===== config.mk =====
export PLATFORM = sky130hd
export DESIGN_NAME = nit_ctrl
export DESIGN_NICKNAME = d
export VERILOG_FILES = /design/src/rtl/nit_pkg.sv /design/src/rtl/nit_ctrl.sv
export SDC_FILE = /design/constraint.sdc
export NUM_CORES = 1
export LEC_CHECK = 0
export BUFFER_PORTS_ARGS = -buffer_cell sky130_fd_sc_hd__buf_2
export CORE_MARGIN = 1
export CORE_UTILIZATION = 43
export CTS_CLUSTER_DIAMETER = 120
export DETAILED_ROUTE_END_ITERATION = 8
export GPL_TIMING_DRIVEN = 0
export PLACE_DENSITY = 0.79
export REMOVE_ABC_BUFFERS = 1
export SLEW_MARGIN = 10
export SYNTH_ARGS = -nofsm -noshare
export SYNTH_HDL_FRONTEND = slang
export SYNTH_SLANG_ARGS = --single-unit

===== constraint.sdc =====
create_clock -name clk -period 1.7 [get_ports clk]
set_clock_uncertainty 0.05 [all_clocks]
set_input_delay 0.17 -clock clk [delete_from_list [all_inputs] [get_ports clk]]
set_output_delay 0.17 -clock clk [all_outputs]
set_load 0.02 [all_outputs]

===== src/rtl/nit_pkg.sv =====
// Name intern table package: widths, codes, hash constants, FSM types
// and the controller/datapath command and status structs. No dependencies.
package nit_pkg;

    localparam int SLOT_COUNT_DEFAULT     = 1024;
    localparam int MAX_NAME_WORDS_DEFAULT = 8;

    localparam int WORD_W  = 64;
    localparam int BYTES_W = 4;
    localparam int ID_W    = 9;
    localparam int STAT_W  = 2;
    localparam int TAG_W   = 32;

    localparam logic [63:0] MIX_MUL  = 64'h9FB21C651E98DF25;
    localparam logic [63:0] MIX_SEED = 64'h9E3779B97F4A7C15;
    localparam int ROUND_SHIFT = 32;
    localparam int FINAL_SHIFT = 29;

    localparam logic CMD_INTERN = 1'b0;
    localparam logic CMD_READ   = 1'b1;

    localparam logic [STAT_W-1:0] STATUS_OK       = 2'd0;
    localparam logic [STAT_W-1:0] STATUS_FULL     = 2'd1;
    localparam logic [STAT_W-1:0] STATUS_TOO_LONG = 2'd2;

    typedef enum logic [3:0] {
        ST_CLEAR,
        ST_IDLE,
        ST_DECIDE,
        ST_RLEN,
        ST_RDATA,
        ST_HASH,
        ST_PROBE,
        ST_SLOT,
        ST_TLEN,
        ST_CMP,
        ST_INS,
        ST_EMIT
    } state_t;

    typedef enum logic [2:0] {
        RES_TOO_LONG,
        RES_EMPTY,
        RES_FULL,
        RES_FOUND,
        RES_NEW
    } res_sel_t;

    // hash multiply phases: three 32x32 partial products, then the sum
    typedef enum logic [1:0] {
        PH_XOR_LO,
        PH_HI_LO,
        PH_LO_HI,
        PH_SUM
    } hash_ph_t;

    typedef struct packed {
        logic     clr_step;
        logic     buf_write;
        logic     rd_start;
        logic     rd_len;
        logic     rd_emit;
        logic     rd_empty_emit;
        logic     hash_start;
        logic     hash_run;
        logic     probe_read;
        logic     probe_next;
        logic     tlen_read;
        logic     cmp_start;
        logic     cmp_next;
        logic     widx_clr;
        logic     ins_write;
        logic     ins_commit;
        logic     res_set;
        res_sel_t res_sel;
        logic     emit;
    } ctl_cmd_t;

    typedef struct packed {
        logic clr_last;
        logic buf_over;
        logic buf_empty;
        logic rd_len_zero;
        logic rd_last;
        logic hash_done;
        logic slot_empty;
        logic tag_hit;
        logic table_full;
        logic len_match;
        logic word_match;
        logic idx_last;
        logic out_free;
    } dp_stat_t;

endpackage


===== src/rtl/nit_ctrl.sv =====
// Name intern table controller: sequences clear, buffering, hash, probe,
// compare, insert and read-back. Depends on nit_pkg.
module nit_ctrl (
    input  logic              clk,
    input  logic              rst_n,
    input  logic              in_valid,
    input  logic              in_cmd,
    input  logic              in_last,
    input  nit_pkg::dp_stat_t stat,
    output logic              in_ready,
    output nit_pkg::ctl_cmd_t cmd
);

    nit_pkg::state_t state_reg;
    nit_pkg::state_t state_next;
    logic            accept;

    assign in_ready = (state_reg == nit_pkg::ST_IDLE);
    assign accept   = in_valid && in_ready;

    always_ff @(posedge clk or negedge rst_n)
    begin
        if (!rst_n)
        begin
            state_reg <= nit_pkg::ST_CLEAR;
        end
        else
        begin
            state_reg <= state_next;
        end
    end

    always_comb
    begin
        state_next = state_reg;
        case (state_reg)
            nit_pkg::ST_CLEAR:
            begin
                if (stat.clr_last)
                    state_next = nit_pkg::ST_IDLE;
            end
            nit_pkg::ST_IDLE:
            begin
                if (accept)
                begin
                    if (in_cmd == nit_pkg::CMD_READ)
                        state_next = nit_pkg::ST_RLEN;
                    else if (in_last)
                        state_next = nit_pkg::ST_DECIDE;
                end
            end
            nit_pkg::ST_DECIDE:
            begin
                if (stat.buf_over || stat.buf_empty)
                    state_next = nit_pkg::ST_EMIT;
                else
                    state_next = nit_pkg::ST_HASH;
            end
            nit_pkg::ST_HASH:
            begin
                if (stat.hash_done)
                    state_next = nit_pkg::ST_PROBE;
            end
            nit_pkg::ST_PROBE:
            begin
                state_next = nit_pkg::ST_SLOT;
            end
            nit_pkg::ST_SLOT:
            begin
                if (stat.slot_empty)
                    state_next = stat.table_full ? nit_pkg::ST_EMIT : nit_pkg::ST_INS;
                else if (stat.tag_hit)
                    state_next = nit_pkg::ST_TLEN;
                else
                    state_next = nit_pkg::ST_PROBE;
            end
            nit_pkg::ST_TLEN:
            begin
                state_next = stat.len_match ? nit_pkg::ST_CMP : nit_pkg::ST_PROBE;
            end
            nit_pkg::ST_CMP:
            begin
                if (!stat.word_match)
                    state_next = nit_pkg::ST_PROBE;
                else if (stat.idx_last)
                    state_next = nit_pkg::ST_EMIT;
            end
            nit_pkg::ST_INS:
            begin
                if (stat.idx_last)
                    state_next = nit_pkg::ST_EMIT;
            end
            nit_pkg::ST_EMIT:
            begin
                if (stat.out_free)
                    state_next = nit_pkg::ST_IDLE;
            end
            nit_pkg::ST_RLEN:
            begin
                if (!stat.rd_len_zero)
                    state_next = nit_pkg::ST_RDATA;
                else if (stat.out_free)
                    state_next = nit_pkg::ST_IDLE;
            end
            nit_pkg::ST_RDATA:
            begin
                if (stat.out_free && stat.rd_last)
                    state_next = nit_pkg::ST_IDLE;
            end
            default:
            begin
                state_next = nit_pkg::ST_IDLE;
            end
        endcase
    end

    always_comb
    begin
        cmd         = '0;
        cmd.res_sel = nit_pkg::RES_EMPTY;
        case (state_reg)
            nit_pkg::ST_CLEAR:
            begin
                cmd.clr_step = 1'b1;
            end
            nit_pkg::ST_IDLE:
            begin
                if (accept)
                begin
                    if (in_cmd == nit_pkg::CMD_READ)
                        cmd.rd_start = 1'b1;
                    else
                        cmd.buf_write = 1'b1;
                end
            end
            nit_pkg::ST_DECIDE:
            begin
                if (stat.buf_over)
                begin
                    cmd.res_set = 1'b1;
                    cmd.res_sel = nit_pkg::RES_TOO_LONG;
                end
                else if (stat.buf_empty)
                begin
                    cmd.res_set = 1'b1;
                    cmd.res_sel = nit_pkg::RES_EMPTY;
                end
                else
                begin
                    cmd.hash_start = 1'b1;
                end
            end
            nit_pkg::ST_HASH:
            begin
                cmd.hash_run = 1'b1;
            end
            nit_pkg::ST_PROBE:
            begin
                cmd.probe_read = 1'b1;
            end
            nit_pkg::ST_SLOT:
            begin
                if (stat.slot_empty)
                begin
                    if (stat.table_full)
                    begin
                        cmd.res_set = 1'b1;
                        cmd.res_sel = nit_pkg::RES_FULL;
                    end
                    else
                    begin
                        cmd.widx_clr = 1'b1;
                    end
                end
                else if (stat.tag_hit)
                begin
                    cmd.tlen_read = 1'b1;
                end
                else
                begin
                    cmd.probe_next = 1'b1;
                end
            end
            nit_pkg::ST_TLEN:
            begin
                if (stat.len_match)
                    cmd.cmp_start = 1'b1;
                else
                    cmd.probe_next = 1'b1;
            end
            nit_pkg::ST_CMP:
            begin
                if (!stat.word_match)
                begin
                    cmd.probe_next = 1'b1;
                end
                else if (stat.idx_last)
                begin
                    cmd.res_set = 1'b1;
                    cmd.res_sel = nit_pkg::RES_FOUND;
                end
                else
                begin
                    cmd.cmp_next = 1'b1;
                end
            end
            nit_pkg::ST_INS:
            begin
                cmd.ins_write = 1'b1;
                if (stat.idx_last)
                begin
                    cmd.ins_commit = 1'b1;
                    cmd.res_set    = 1'b1;
                    cmd.res_sel    = nit_pkg::RES_NEW;
                end
            end
            nit_pkg::ST_EMIT:
            begin
                cmd.emit = stat.out_free;
            end
            nit_pkg::ST_RLEN:
            begin
                if (!stat.rd_len_zero)
                    cmd.rd_len = 1'b1;
                else
                    cmd.rd_empty_emit = stat.out_free;
            end
            nit_pkg::ST_RDATA:
            begin
                cmd.rd_emit = stat.out_free;
            end
            default:
            begin
                cmd.res_sel = nit_pkg::RES_EMPTY;
            end
        endcase
    end

endmodule


Word-level counts from Yosys, hierarchy flattened
Cells that the tools add are included.
Widths: inputs -> output; s select.
{"block": "totals", "output_inout_bits": 22, "ff_bits": 4}
{"block": "op_classes", "eq_ne": 16, "n_mux": 57, "n_reduce_logical": 5}
{"op": "$mux 4", "n": 20}
{"op": "$pmux 4 s12", "n": 1}
{"op": "$mux 1", "n": 28}
{"op": "$eq 4x3->1 const B", "n": 4}
{"op": "$eq 4x4->1 const B", "n": 4}
{"op": "$pmux 3 s4", "n": 1}
{"op": "$eq 4x2->1 const B", "n": 2}
{"op": "$mux 2", "n": 4}
{"op": "$ne 2x2->1 const B", "n": 3}
{"op": "$mux 5", "n": 1}
{"op": "$reduce_and 5->1", "n": 1}
{"op": "$eq 4x1->1 const B", "n": 1}
{"op": "$logic_not 4->1", "n": 1}
{"op": "$pmux 1 s4", "n": 1}
{"op": "$ne 3x3->1 const B", "n": 1}
{"op": "$pmux 1 s3", "n": 1}
{"op": "$logic_and 1x1->1", "n": 2}
{"op": "$ne 2x1->1 const B", "n": 1}
{"op": "$logic_or 1x1->1", "n": 1}

Depth between registers and ports, before layout
Gate-level depths: netlist of run 1.
{"block": "depth", "ltp_word": 4, "depth_mapped": 6}

Least setup slack after synthesis of run 1
Ideal clock, no wire load.
{"block": "synth_path", "path_kind": "register to register", "from": "register state_reg[0]", "to": "register state_reg[2]", "arrival_ps": 1818, "stages_incl_launch_ff": 5, "t_required_ps": 1525, "setup_slack_ps": -293, "cell_sequence": "dfrtp_1 nor4_1 a32o_2 a211oi_2 mux2_4"}
{"block": "synth_between", "elab_chain_len": 4, "word_cells_on_any_way": 20, "cone_classes": "eq/ne (16); mux (1); reduce/logical (3)"}
{"element": "start: declaration", "line": "nit_ctrl.sv:14", "text": "nit_pkg::state_t state_reg;"}
{"element": "start signal: assignment", "line": "nit_ctrl.sv:25", "text": "state_reg <= nit_pkg::ST_CLEAR;"}
{"element": "start signal: assignment", "line": "nit_ctrl.sv:29", "text": "state_reg <= state_next;"}
{"element": "$eq 4x1->1", "line": "nit_ctrl.sv:18, nit_ctrl.sv:36"}
{"element": "$logic_and 1x1->1", "line": "nit_ctrl.sv:19", "text": "assign accept = in_valid && in_ready;"}
{"element": "$ne 2x1->1 (no source line)"}
{"element": "$reduce_and 5->1 (no source line)"}
Several ways; a longest one is shown, not always the timed one.
A chain may end at the register's enable or synchronous reset.

==> flow_summary.json, run 1 <==
{
  "wl_um": 4170,
  "io_pins": 40,
  "postRouteAntennaNets": 0,
  "postSynthCellCount": 94,
  "cp.arrival_ns": 1.69,
  "layout.nets": 180,
  "final_area_mm2": 0.00137,
  "diodes": 0,
  "synth_top_family_by_area": "simple AND/OR/NAND/NOR gates",
  "fin_ws_ns": -0.206,
  "cts-root-buf": "clkbuf_4",
  "rsz0062_at_grt": "true",
  "worstMarginPinSlew_ns": 0.420,
  "critPathKind": "flip-flop to output pin",
  "slew_headroom_pct": 71.8,
  "synth_adder_area_share_pct": 0,
  "layout-drive-gt1-share_pct": 64.4,
  "ctsHtreeMaxLevel": 1,
  "max_freq_ghz": 0.525,
  "yosys_warnings": 0,
  "power.total_uw": 2320,
  "vias": 1289,
  "routedWlPerCell_um": 23.7,
  "syn_avg_cell_area_um2": 7.40,
  "grt_pass1_wl_um": 5040,
  "vias_per_cell": 7.32,
  "yosysTopAreaCellShare_pct": 14.4,
  "setup_violations": 19,
  "clk_pin_slew_ns": 0.05,
  "synth-seq-cells": 4,
  "dpl_cell_area_um2": 865,
  "dieArea_mm2": 0.00178,
  "synth_top_area_cell": "dfrtp_1",
  "grt_max_degree": 12,
  "synth_most_common_cell": "nor2_1",
  "ys_top_cells_by_count": "nor2_1 (9), nand2_1 (8), and3_1 (5), nor2b_1 (5)",
  "power_density_mw_per_mm2": 1690,
  "netlist_area_um2": 696,
  "initial_core_util_pct": 46.2,
  "leakage_uw": 0.000665,
  "slew_viol_final": 0,
  "synthArstFlopShare_pct": 100,
  "cts_sinks": 4,
  "num-fill-cells": 63,
  "port_buffers": 39,
  "synthXorXnorAreaFrac_pct": 0,
  "drt_iter0_drc": 85,
  "ir_drop_mv": 1.16,
  "ys_seq_area_share_pct": 14.4,
  "route.detailed.drc": 0,
  "worst_setup_path_end_kind": "output pin",
  "place_congestion": 0.806,
  "maxCapViolations": 0,
  "synth_compound_gate_area_share_pct": 26.1,
  "yosysUniqueCellTypes": 44,
  "synth_edf_count": 0,
  "ys.flop_type": "dfrtp_1",
  "period_needed_ns": 1.91,
  "hold_path.class": "input port to asynchronous set/reset pin",
  "final_core_util_pct": 91.2,
  "fin_crit_sh_pct": 112,
  "fp.dieW_um": 42.2,
  "status": "finished, violations left",
  "insertion_delay_ns": 0.26,
  "grt_usage_pct": 36.8,
  "core-area_mm2": 0.00151,
  "crit_required_ns": 1.48,
  "firstDrtPassIters": 5,
  "hpwl_um": 1430,
  "synthMuxAreaShare_pct": 6.47,
  "cts-buffers-inserted": 3,
  "largest_reg_flops": 4,
  "netlist_top_cells_area": "dfrtp_1 (14%), nor2_1 (4.9%), and3_1 (4.5%), nor2b_1 (4.5%), mux2i_1 (4.3%)",
  "rows": 14,
  "synth-simple-area-share_pct": 43.7,
  "violations": "setup timing",
  "cp-start-kind": "flip-flop",
  "area_delta_synth_final_pct": 97.5,
  "antenna_found_initial": 0,
  "grt_overflow": 0,
  "cp_max_fo": 6,
  "finalHoldViolCount": 0,
  "cts_tree": "done",
  "fp.dieH_um": 42.2,
  "grt_pass1_vias": 1058,
  "cts.path.max_buffers": 2
}
cell type report:
| class | instances | area (um2) | area share [%] |
|---|---|---|---|
| Multi-Input combinational cell | 78 | 666 | 48.5 |
| Inverter | 5 | 18.8 | 1.37 |
| Clock buffer | 3 | 22.5 | 1.64 |
| Tap cell | 16 | 20.0 | 1.46 |
| Sequential cell | 4 | 108 | 7.83 |
| Timing Repair Buffer | 70 | 539 | 39.3 |
placed cells by master (no fill, tap or decap), types with 3 or more instances in the layout:
cell type,count
nor3_1,3
buf_4,25
nor2b_1,3
inv_1,3
and3_1,5
buf_6,13
nand3_1,3
dfrtp_2,3
o21ai_0,3
nand2_1,7
clkbuf_4,3
buf_2,28
nor2_1,7
path summary, 6_finish.rpt:
path                                                from                       end  slack [ns]  cells past startpoint
worst max-delay path            state_reg[0]$_DFFE_PN0P_                   cmd[11]       -0.21                      5
worst min register to register  state_reg[0]$_DFFE_PN0P_  state_reg[0]$_DFFE_PN0P_        0.87                      4
worst min-delay path                               rst_n  state_reg[0]$_DFFE_PN0P_        0.21                      2
worst max register to register  state_reg[2]$_DFFE_PN0P_  state_reg[2]$_DFFE_PN0P_       -0.17                      6
min in group clk                                 stat[5]  state_reg[3]$_DFFE_PN0P_        0.28                      3
max in group asynchronous                          rst_n  state_reg[2]$_DFFE_PN0P_        1.23                      2
where the power goes:
part / total, uW / switching (uW) / internal, uW
combinational: 1910 / 980 / 928
clock: 137 / 56.9 / 80.2
sequential: 270 / 117 / 153
total: 2320 / 1150 / 1160
critical path, stage by stage (launching register included):
cell	delay, ns
dfrtp_2	0.43
buf_6	0.15
mux2i_4	0.35
nand2_1	0.17
nand2_1	0.13
buf_2	0.18
metrics by stage:
| step | std cells | hold slack (ns) | setup WS (ns) | TNS (ns) |
|---|---|---|---|---|
| after global placement | 142 | -0.0776 | -0.259 | -0.909 |
| after floorplan | 87 | -0.176 | -0.493 | -1.35 |
| after global routing | 176 | 0.235 | -0.295 | -2.58 |
| after CTS | 170 | 0.203 | -0.0812 | -0.352 |
| after detailed placement | 142 | -0.0672 | -0.271 | -1.07 |
| final | 176 | 0.207 | -0.206 | -1.99 |
logic make-up (layout without fill, tap and decap cells):
logic type,after synthesis,count (layout)
compound gates,23,23
simple gates,51,51
buf+inv,12,78
flops,4,4
mux,4,4
routing by layer:
layer	up-vias	GRT usage [%]	share of wire (%)
li1	489	-	-
met2	175	63.1	43
met1	569	46.2	33
met3	56	2.16	14
met5	-	0	0
met4	0	18.8	9.9
repair_timing:
action                     in CTS  in global routing
buffers inserted               24                  7
hold buffers                    1                  0
hold endpoints to repair        4                  0
cloned                          0                  1
setup endpoints to repair      25                 21
resized for setup              30                 31
pin swaps                       8                 13
Note: power is estimated with default switching activity, not from simulation.
==> run 2: changes to the inputs <==
CORE_UTILIZATION = 30   (was 43)
CTS_CLUSTER_SIZE = 16   (was unset)
PLACE_DENSITY = unset   (was 0.79)
==> run 2 against run 1 <==
Net effect:
- the flow still finishes with violations (setup timing)
- sequential cell count is the same
- worst hold slack improved by 0.016 ns
- register-to-register slack improved by 0.06 ns
- combinational power grew 8%
- non-clock buffer count grew 1
==> flow_summary.json, run 2 (synthesized netlist as in run 1, its figures left out) <==
{
  "status": "finished, violations left",
  "violations": "setup timing",
  "power_density_mw_per_mm2": 1670,
  "cts_sinks": 4,
  "hold_slack_ns": 0.223,
  "rows": 17,
  "leakage_uw": 0.000693,
  "clk_pin_slew_ns": 0.04,
  "crit_cells": 6,
  "wl_um": 3270,
  "port_buffers": 39,
  "fin_crit_sh_pct": 106,
  "slowest_stage": "dfrtp_4",
  "critPathKind": "flip-flop to flip-flop",
  "slew_headroom_pct": 76.7,
  "initial_core_util_pct": 31.8,
  "crit_top_cell": "buf_6",
  "r2r_slack_ns": -0.11,
  "rsz0062_at_grt": "true",
  "io_pins": 40,
  "grt_overflow": 0,
  "maxCapViolations": 0,
  "cp_max_fo": 6,
  "finalHoldViolCount": 0,
  "mostFrequentLayoutCells": "buf_4 (25), buf_2 (24), buf_6 (21), nor2_1 (6), nand2_1 (6)",
  "diodes": 0,
  "core-area_mm2": 0.00219,
  "routedWlPerCell_um": 17.3,
  "cts_tree": "done",
  "max_freq_ghz": 0.554,
  "cts-root-buf": "clkbuf_4",
  "layout.nets": 181,
  "period_needed_ns": 1.81,
  "sequentialPowerShare_pct": 10.4,
  "power.internal_uw": 1320,
  "grt_pass1_vias": 982,
  "drt_iter0_drc": 31,
  "area_delta_synth_final_pct": 110,
  "fp.dieH_um": 50.2,
  "insertion_delay_ns": 0.24,
  "max_stage_delay_ns": 0.52,
  "cp.arrival_ns": 1.87,
  "swShare_pct": 46.0,
  "final_core_util_pct": 66.5,
  "ir_drop_mv": 1.03,
  "pwr-share-comb_pct": 84.7,
  "vias": 1027,
  "worstPathCellList": "buf_6 -> buf_6 -> or2b_4 -> nor4_4 -> a211oi_4 -> mux2_4",
  "setup_violations": 14,
  "largest_reg_flops": 4,
  "grt_max_degree": 12,
  "antenna_found_initial": 0,
  "crit_buf_inv": 2,
  "route.detailed.drc": 0,
  "slew_viol_final": 0,
  "layout_commonest_cell": "buf_4",
  "grt_usage_pct": 24.3,
  "fp.dieW_um": 50.2,
  "cp-start-kind": "flip-flop",
  "crit_family": "flip-flops",
  "hold_path.class": "input port to asynchronous set/reset pin",
  "hpwl_um": 1570,
  "ctsHtreeMaxLevel": 1,
  "worstMarginPinSlew_ns": 0.346,
  "cts.path.max_buffers": 2,
  "firstDrtPassIters": 4,
  "reg2reg_depth": 6,
  "p_clk_share_pct": 4.9,
  "postRouteAntennaNets": 0,
  "fin_ws_ns": -0.105,
  "worst_setup_path_end_kind": "flip-flop",
  "dieArea_mm2": 0.00252,
  "crit_required_ns": 1.77,
  "place_congestion": 0.785,
  "layout-drive-gt1-share_pct": 70.2,
  "vias_per_cell": 5.43,
  "cts-buffers-inserted": 3,
  "p_sw_uw": 1120,
  "grt_pass1_wl_um": 4610,
  "post-place-ws_ns": -0.300
}
==> run 2: power groups by stage <==
stage | Clock, uW | Sequential, uW | Combinational [uW]
final | 120 | 253 | 2070
after global routing | 135 | 255 | 2170
after CTS | 122 | 253 | 1610
after detailed placement | 0 | 362 | 869
after global placement | 0 | 361 | 855
after floorplan | 0 | 295 | 668
==> run 2: final timing paths <==
| kind | start | endpoint |
|---|---|---|
| worst min-delay path | rst_n | state_reg[2]$_DFFE_PN0P_ |
| min in group clk | stat[5] | state_reg[3]$_DFFE_PN0P_ |
| worst max-delay path | state_reg[2]$_DFFE_PN0P_ | state_reg[2]$_DFFE_PN0P_ |
| worst min register to register | state_reg[0]$_DFFE_PN0P_ | state_reg[0]$_DFFE_PN0P_ |
| worst max register to register | state_reg[2]$_DFFE_PN0P_ | state_reg[2]$_DFFE_PN0P_ |
| max in group asynchronous | rst_n | state_reg[1]$_DFFE_PN0P_ |
==> run 2: stage by stage <==
step,instance area (um2),setup TNS [ns],std cells,power (uW)
final,1460,-0.748,189,2440
after global routing,1460,-1.41,189,2560
after CTS,1240,-0.794,182,1990
after detailed placement,880,-1.59,154,1230
after global placement,880,-1.30,154,1220
after floorplan,649,-1.35,87,963
==> run 2: timing repair <==
item,in CTS,in global routing
endpoints found under the setup margin,25,22
gates resized for setup,42,44
endpoints found under the hold margin,4,0
buffers inserted,24,7
hold buffers,1,0
pin swaps,8,8
==> run 2: cell type report <==
cell class,count,area (um2)
clock buffers,3,22.5
fillers,177,733
inverters,5,21.3
multi-input cells,78,714
flip-flops and latches,4,110
well taps,28,35.0
repair buffers,71,554
==> run 2: routing by layer <==
| layer | global-route usage (%) | vias up | wire length, um |
|---|---|---|---|
| li1 | - | 485 | - |
| met1 | 28.2 | 496 | 1310 |
| met2 | 44.0 | 42 | 1730 |
| met3 | 5.45 | 4 | 185 |
| met4 | 6.67 | 0 | 46 |
| met5 | 0 | - | 0 |
==> run 3: changes to the inputs <==
CORE_MARGIN = 3   (was 1)
==> run 3 against run 2 <==
Net effect:
- the run still ends with setup timing left
- critical path type is now flip-flop to output pin
- sequential power increased by 18%
- count of clock-buffer cells in the layout unchanged
- critical endpoint is now cmd[19]
- routed wire length decreased by 18%
- die area increased by 17%
- highest routed layer unchanged
==> flow_summary.json, run 3 (synthesized netlist as in run 1, its figures left out) <==
{
  "leakage_uw": 0.000571,
  "dieArea_mm2": 0.00293,
  "insertion_delay_ns": 0.24,
  "slew_headroom_pct": 75.9,
  "hold_path.class": "input port to asynchronous set/reset pin",
  "vias_per_cell": 5.54,
  "rows": 16,
  "period_needed_ns": 1.83,
  "cp_max_fo": 11,
  "power_density_mw_per_mm2": 1590,
  "crit_required_ns": 1.48,
  "power.total_uw": 1900,
  "post-place-ws_ns": -0.299,
  "worst_setup_path_end_kind": "output pin",
  "grt_max_degree": 12,
  "hpwl_um": 1570,
  "ir_drop_mv": 0.905,
  "fp.dieH_um": 54.2,
  "fp.dieW_um": 54.2,
  "layout_commonest_cell": "buf_2",
  "largest_reg_flops": 4,
  "layout.nets": 164,
  "rsz0062_at_grt": "true",
  "worstReg2RegStart": "state_reg[2]$_DFFE_PN0P_",
  "route.detailed.drc": 0,
  "cts-root-buf": "clkbuf_4",
  "port_buffers": 39,
  "fin_ws_ns": -0.127,
  "grt_pass1_vias": 862,
  "startpoint": "state_reg[2]$_DFFE_PN0P_",
  "diodes": 0,
  "cts_sinks": 4,
  "max_freq_ghz": 0.547,
  "firstDrtPassIters": 4,
  "wl_um": 2670,
  "routedWlPerCell_um": 15.6,
  "grt_overflow": 0,
  "place_congestion": 0.769,
  "antenna_found_initial": 0,
  "layout-drive-gt1-share_pct": 58.3,
  "io_pins": 40,
  "grt_pass1_wl_um": 3920,
  "core-area_mm2": 0.00208,
  "worstMarginPinSlew_ns": 0.358,
  "setup_violations": 9,
  "violations": "setup timing",
  "status": "finished, violations left",
  "initial_core_util_pct": 33.4,
  "fin_crit_sh_pct": 107,
  "vias": 947,
  "maxCapViolations": 0,
  "cp.arrival_ns": 1.61,
  "area_delta_synth_final_pct": 71.9,
  "critPathKind": "flip-flop to output pin",
  "cp-start-kind": "flip-flop",
  "postRouteAntennaNets": 0,
  "num-fill-cells": 204,
  "cts.path.max_buffers": 2,
  "clk_pin_slew_ns": 0.04,
  "cts_tree": "done",
  "drt_iter0_drc": 14,
  "mostFrequentLayoutCells": "buf_2 (31), buf_4 (13), nor2_1 (9), buf_6 (9), nand2_1 (7)",
  "cts-buffers-inserted": 3,
  "ctsHtreeMaxLevel": 1,
  "grt_usage_pct": 18.6,
  "finalHoldViolCount": 0,
  "slew_viol_final": 0
}
==> run 3: cell types whose count changed in the layout (fill, tap and decap cells not counted), sizes merged <==
cell	delta
buf	-17
==> run 3: area by class of cell <==
| type | instances | area [um2] | share of cell area [%] |
|---|---|---|---|
| inverter | 5 | 21.3 | 1.78 |
| multi-input combinational | 78 | 642 | 53.7 |
| tap | 27 | 33.8 | 2.82 |
| sequential | 4 | 113 | 9.41 |
| clock buffer | 3 | 22.5 | 1.88 |
| timing repair buffer | 54 | 364 | 30.4 |
==> run 3: repair_timing <==
action	in CTS	in global routing
pin swaps	2	3
buffers inserted	12	2
hold buffers	1	0
resized for setup	24	28
setup endpoints to repair	25	21
endpoints found under the hold margin	4	0
==> run 3: per-stage QoR <==
step | instances | utilization (%) | TNS (ns) | cell area [um2] | hold slack (ns)
2_1_floorplan | 87 | - | -1.35 | 649 | -0.176
3_3_place_gp | 153 | 42.2 | -1.14 | 878 | -0.0747
3_5_place_dp | 153 | 42.2 | -1.29 | 878 | -0.0744
4_1_cts | 169 | 51.1 | -0.638 | 1060 | 0.209
5_1_grt | 171 | 57.5 | -1.42 | 1200 | 0.210
6_report | 171 | 57.5 | -0.638 | 1200 | 0.210
==> run 3: worst paths after layout <==
path	endpoint	cells after the start	slack [ns]
worst max-delay path	cmd[19]	5	-0.13
worst min-delay path	state_reg[2]$_DFFE_PN0P_	2	0.21
worst max register to register	state_reg[2]$_DFFE_PN0P_	5	-0.06
worst min register to register	state_reg[1]$_DFFE_PN0P_	3	0.83
max in group asynchronous	state_reg[3]$_DFFE_PN0P_	2	1.26
min in group clk	state_reg[3]$_DFFE_PN0P_	3	0.27
==> run 3: routing by layer <==
layer	GRT usage, %	up-vias	routed length [um]
met1	24.1	454	1110
met4	3.73	0	17
met5	0	-	0
met3	0.831	2	159
met2	33.5	37	1380
li1	-	454	-
==> run 3: critical path: stages (launching register included) <==
cell     delay, ns
dfrtp_4       0.55
buf_6         0.15
nor4_4        0.29
nand2_1       0.12
nor2_1        0.10
buf_4         0.15
==> run 3: power by group <==
part / leakage [uW] / internal, uW / switching, uW
Clock: 0.0000138 / 79.2 / 41.7
Combinational: 0.000512 / 723 / 759
Sequential: 0.0000451 / 163 / 135
Total: 0.000571 / 966 / 936
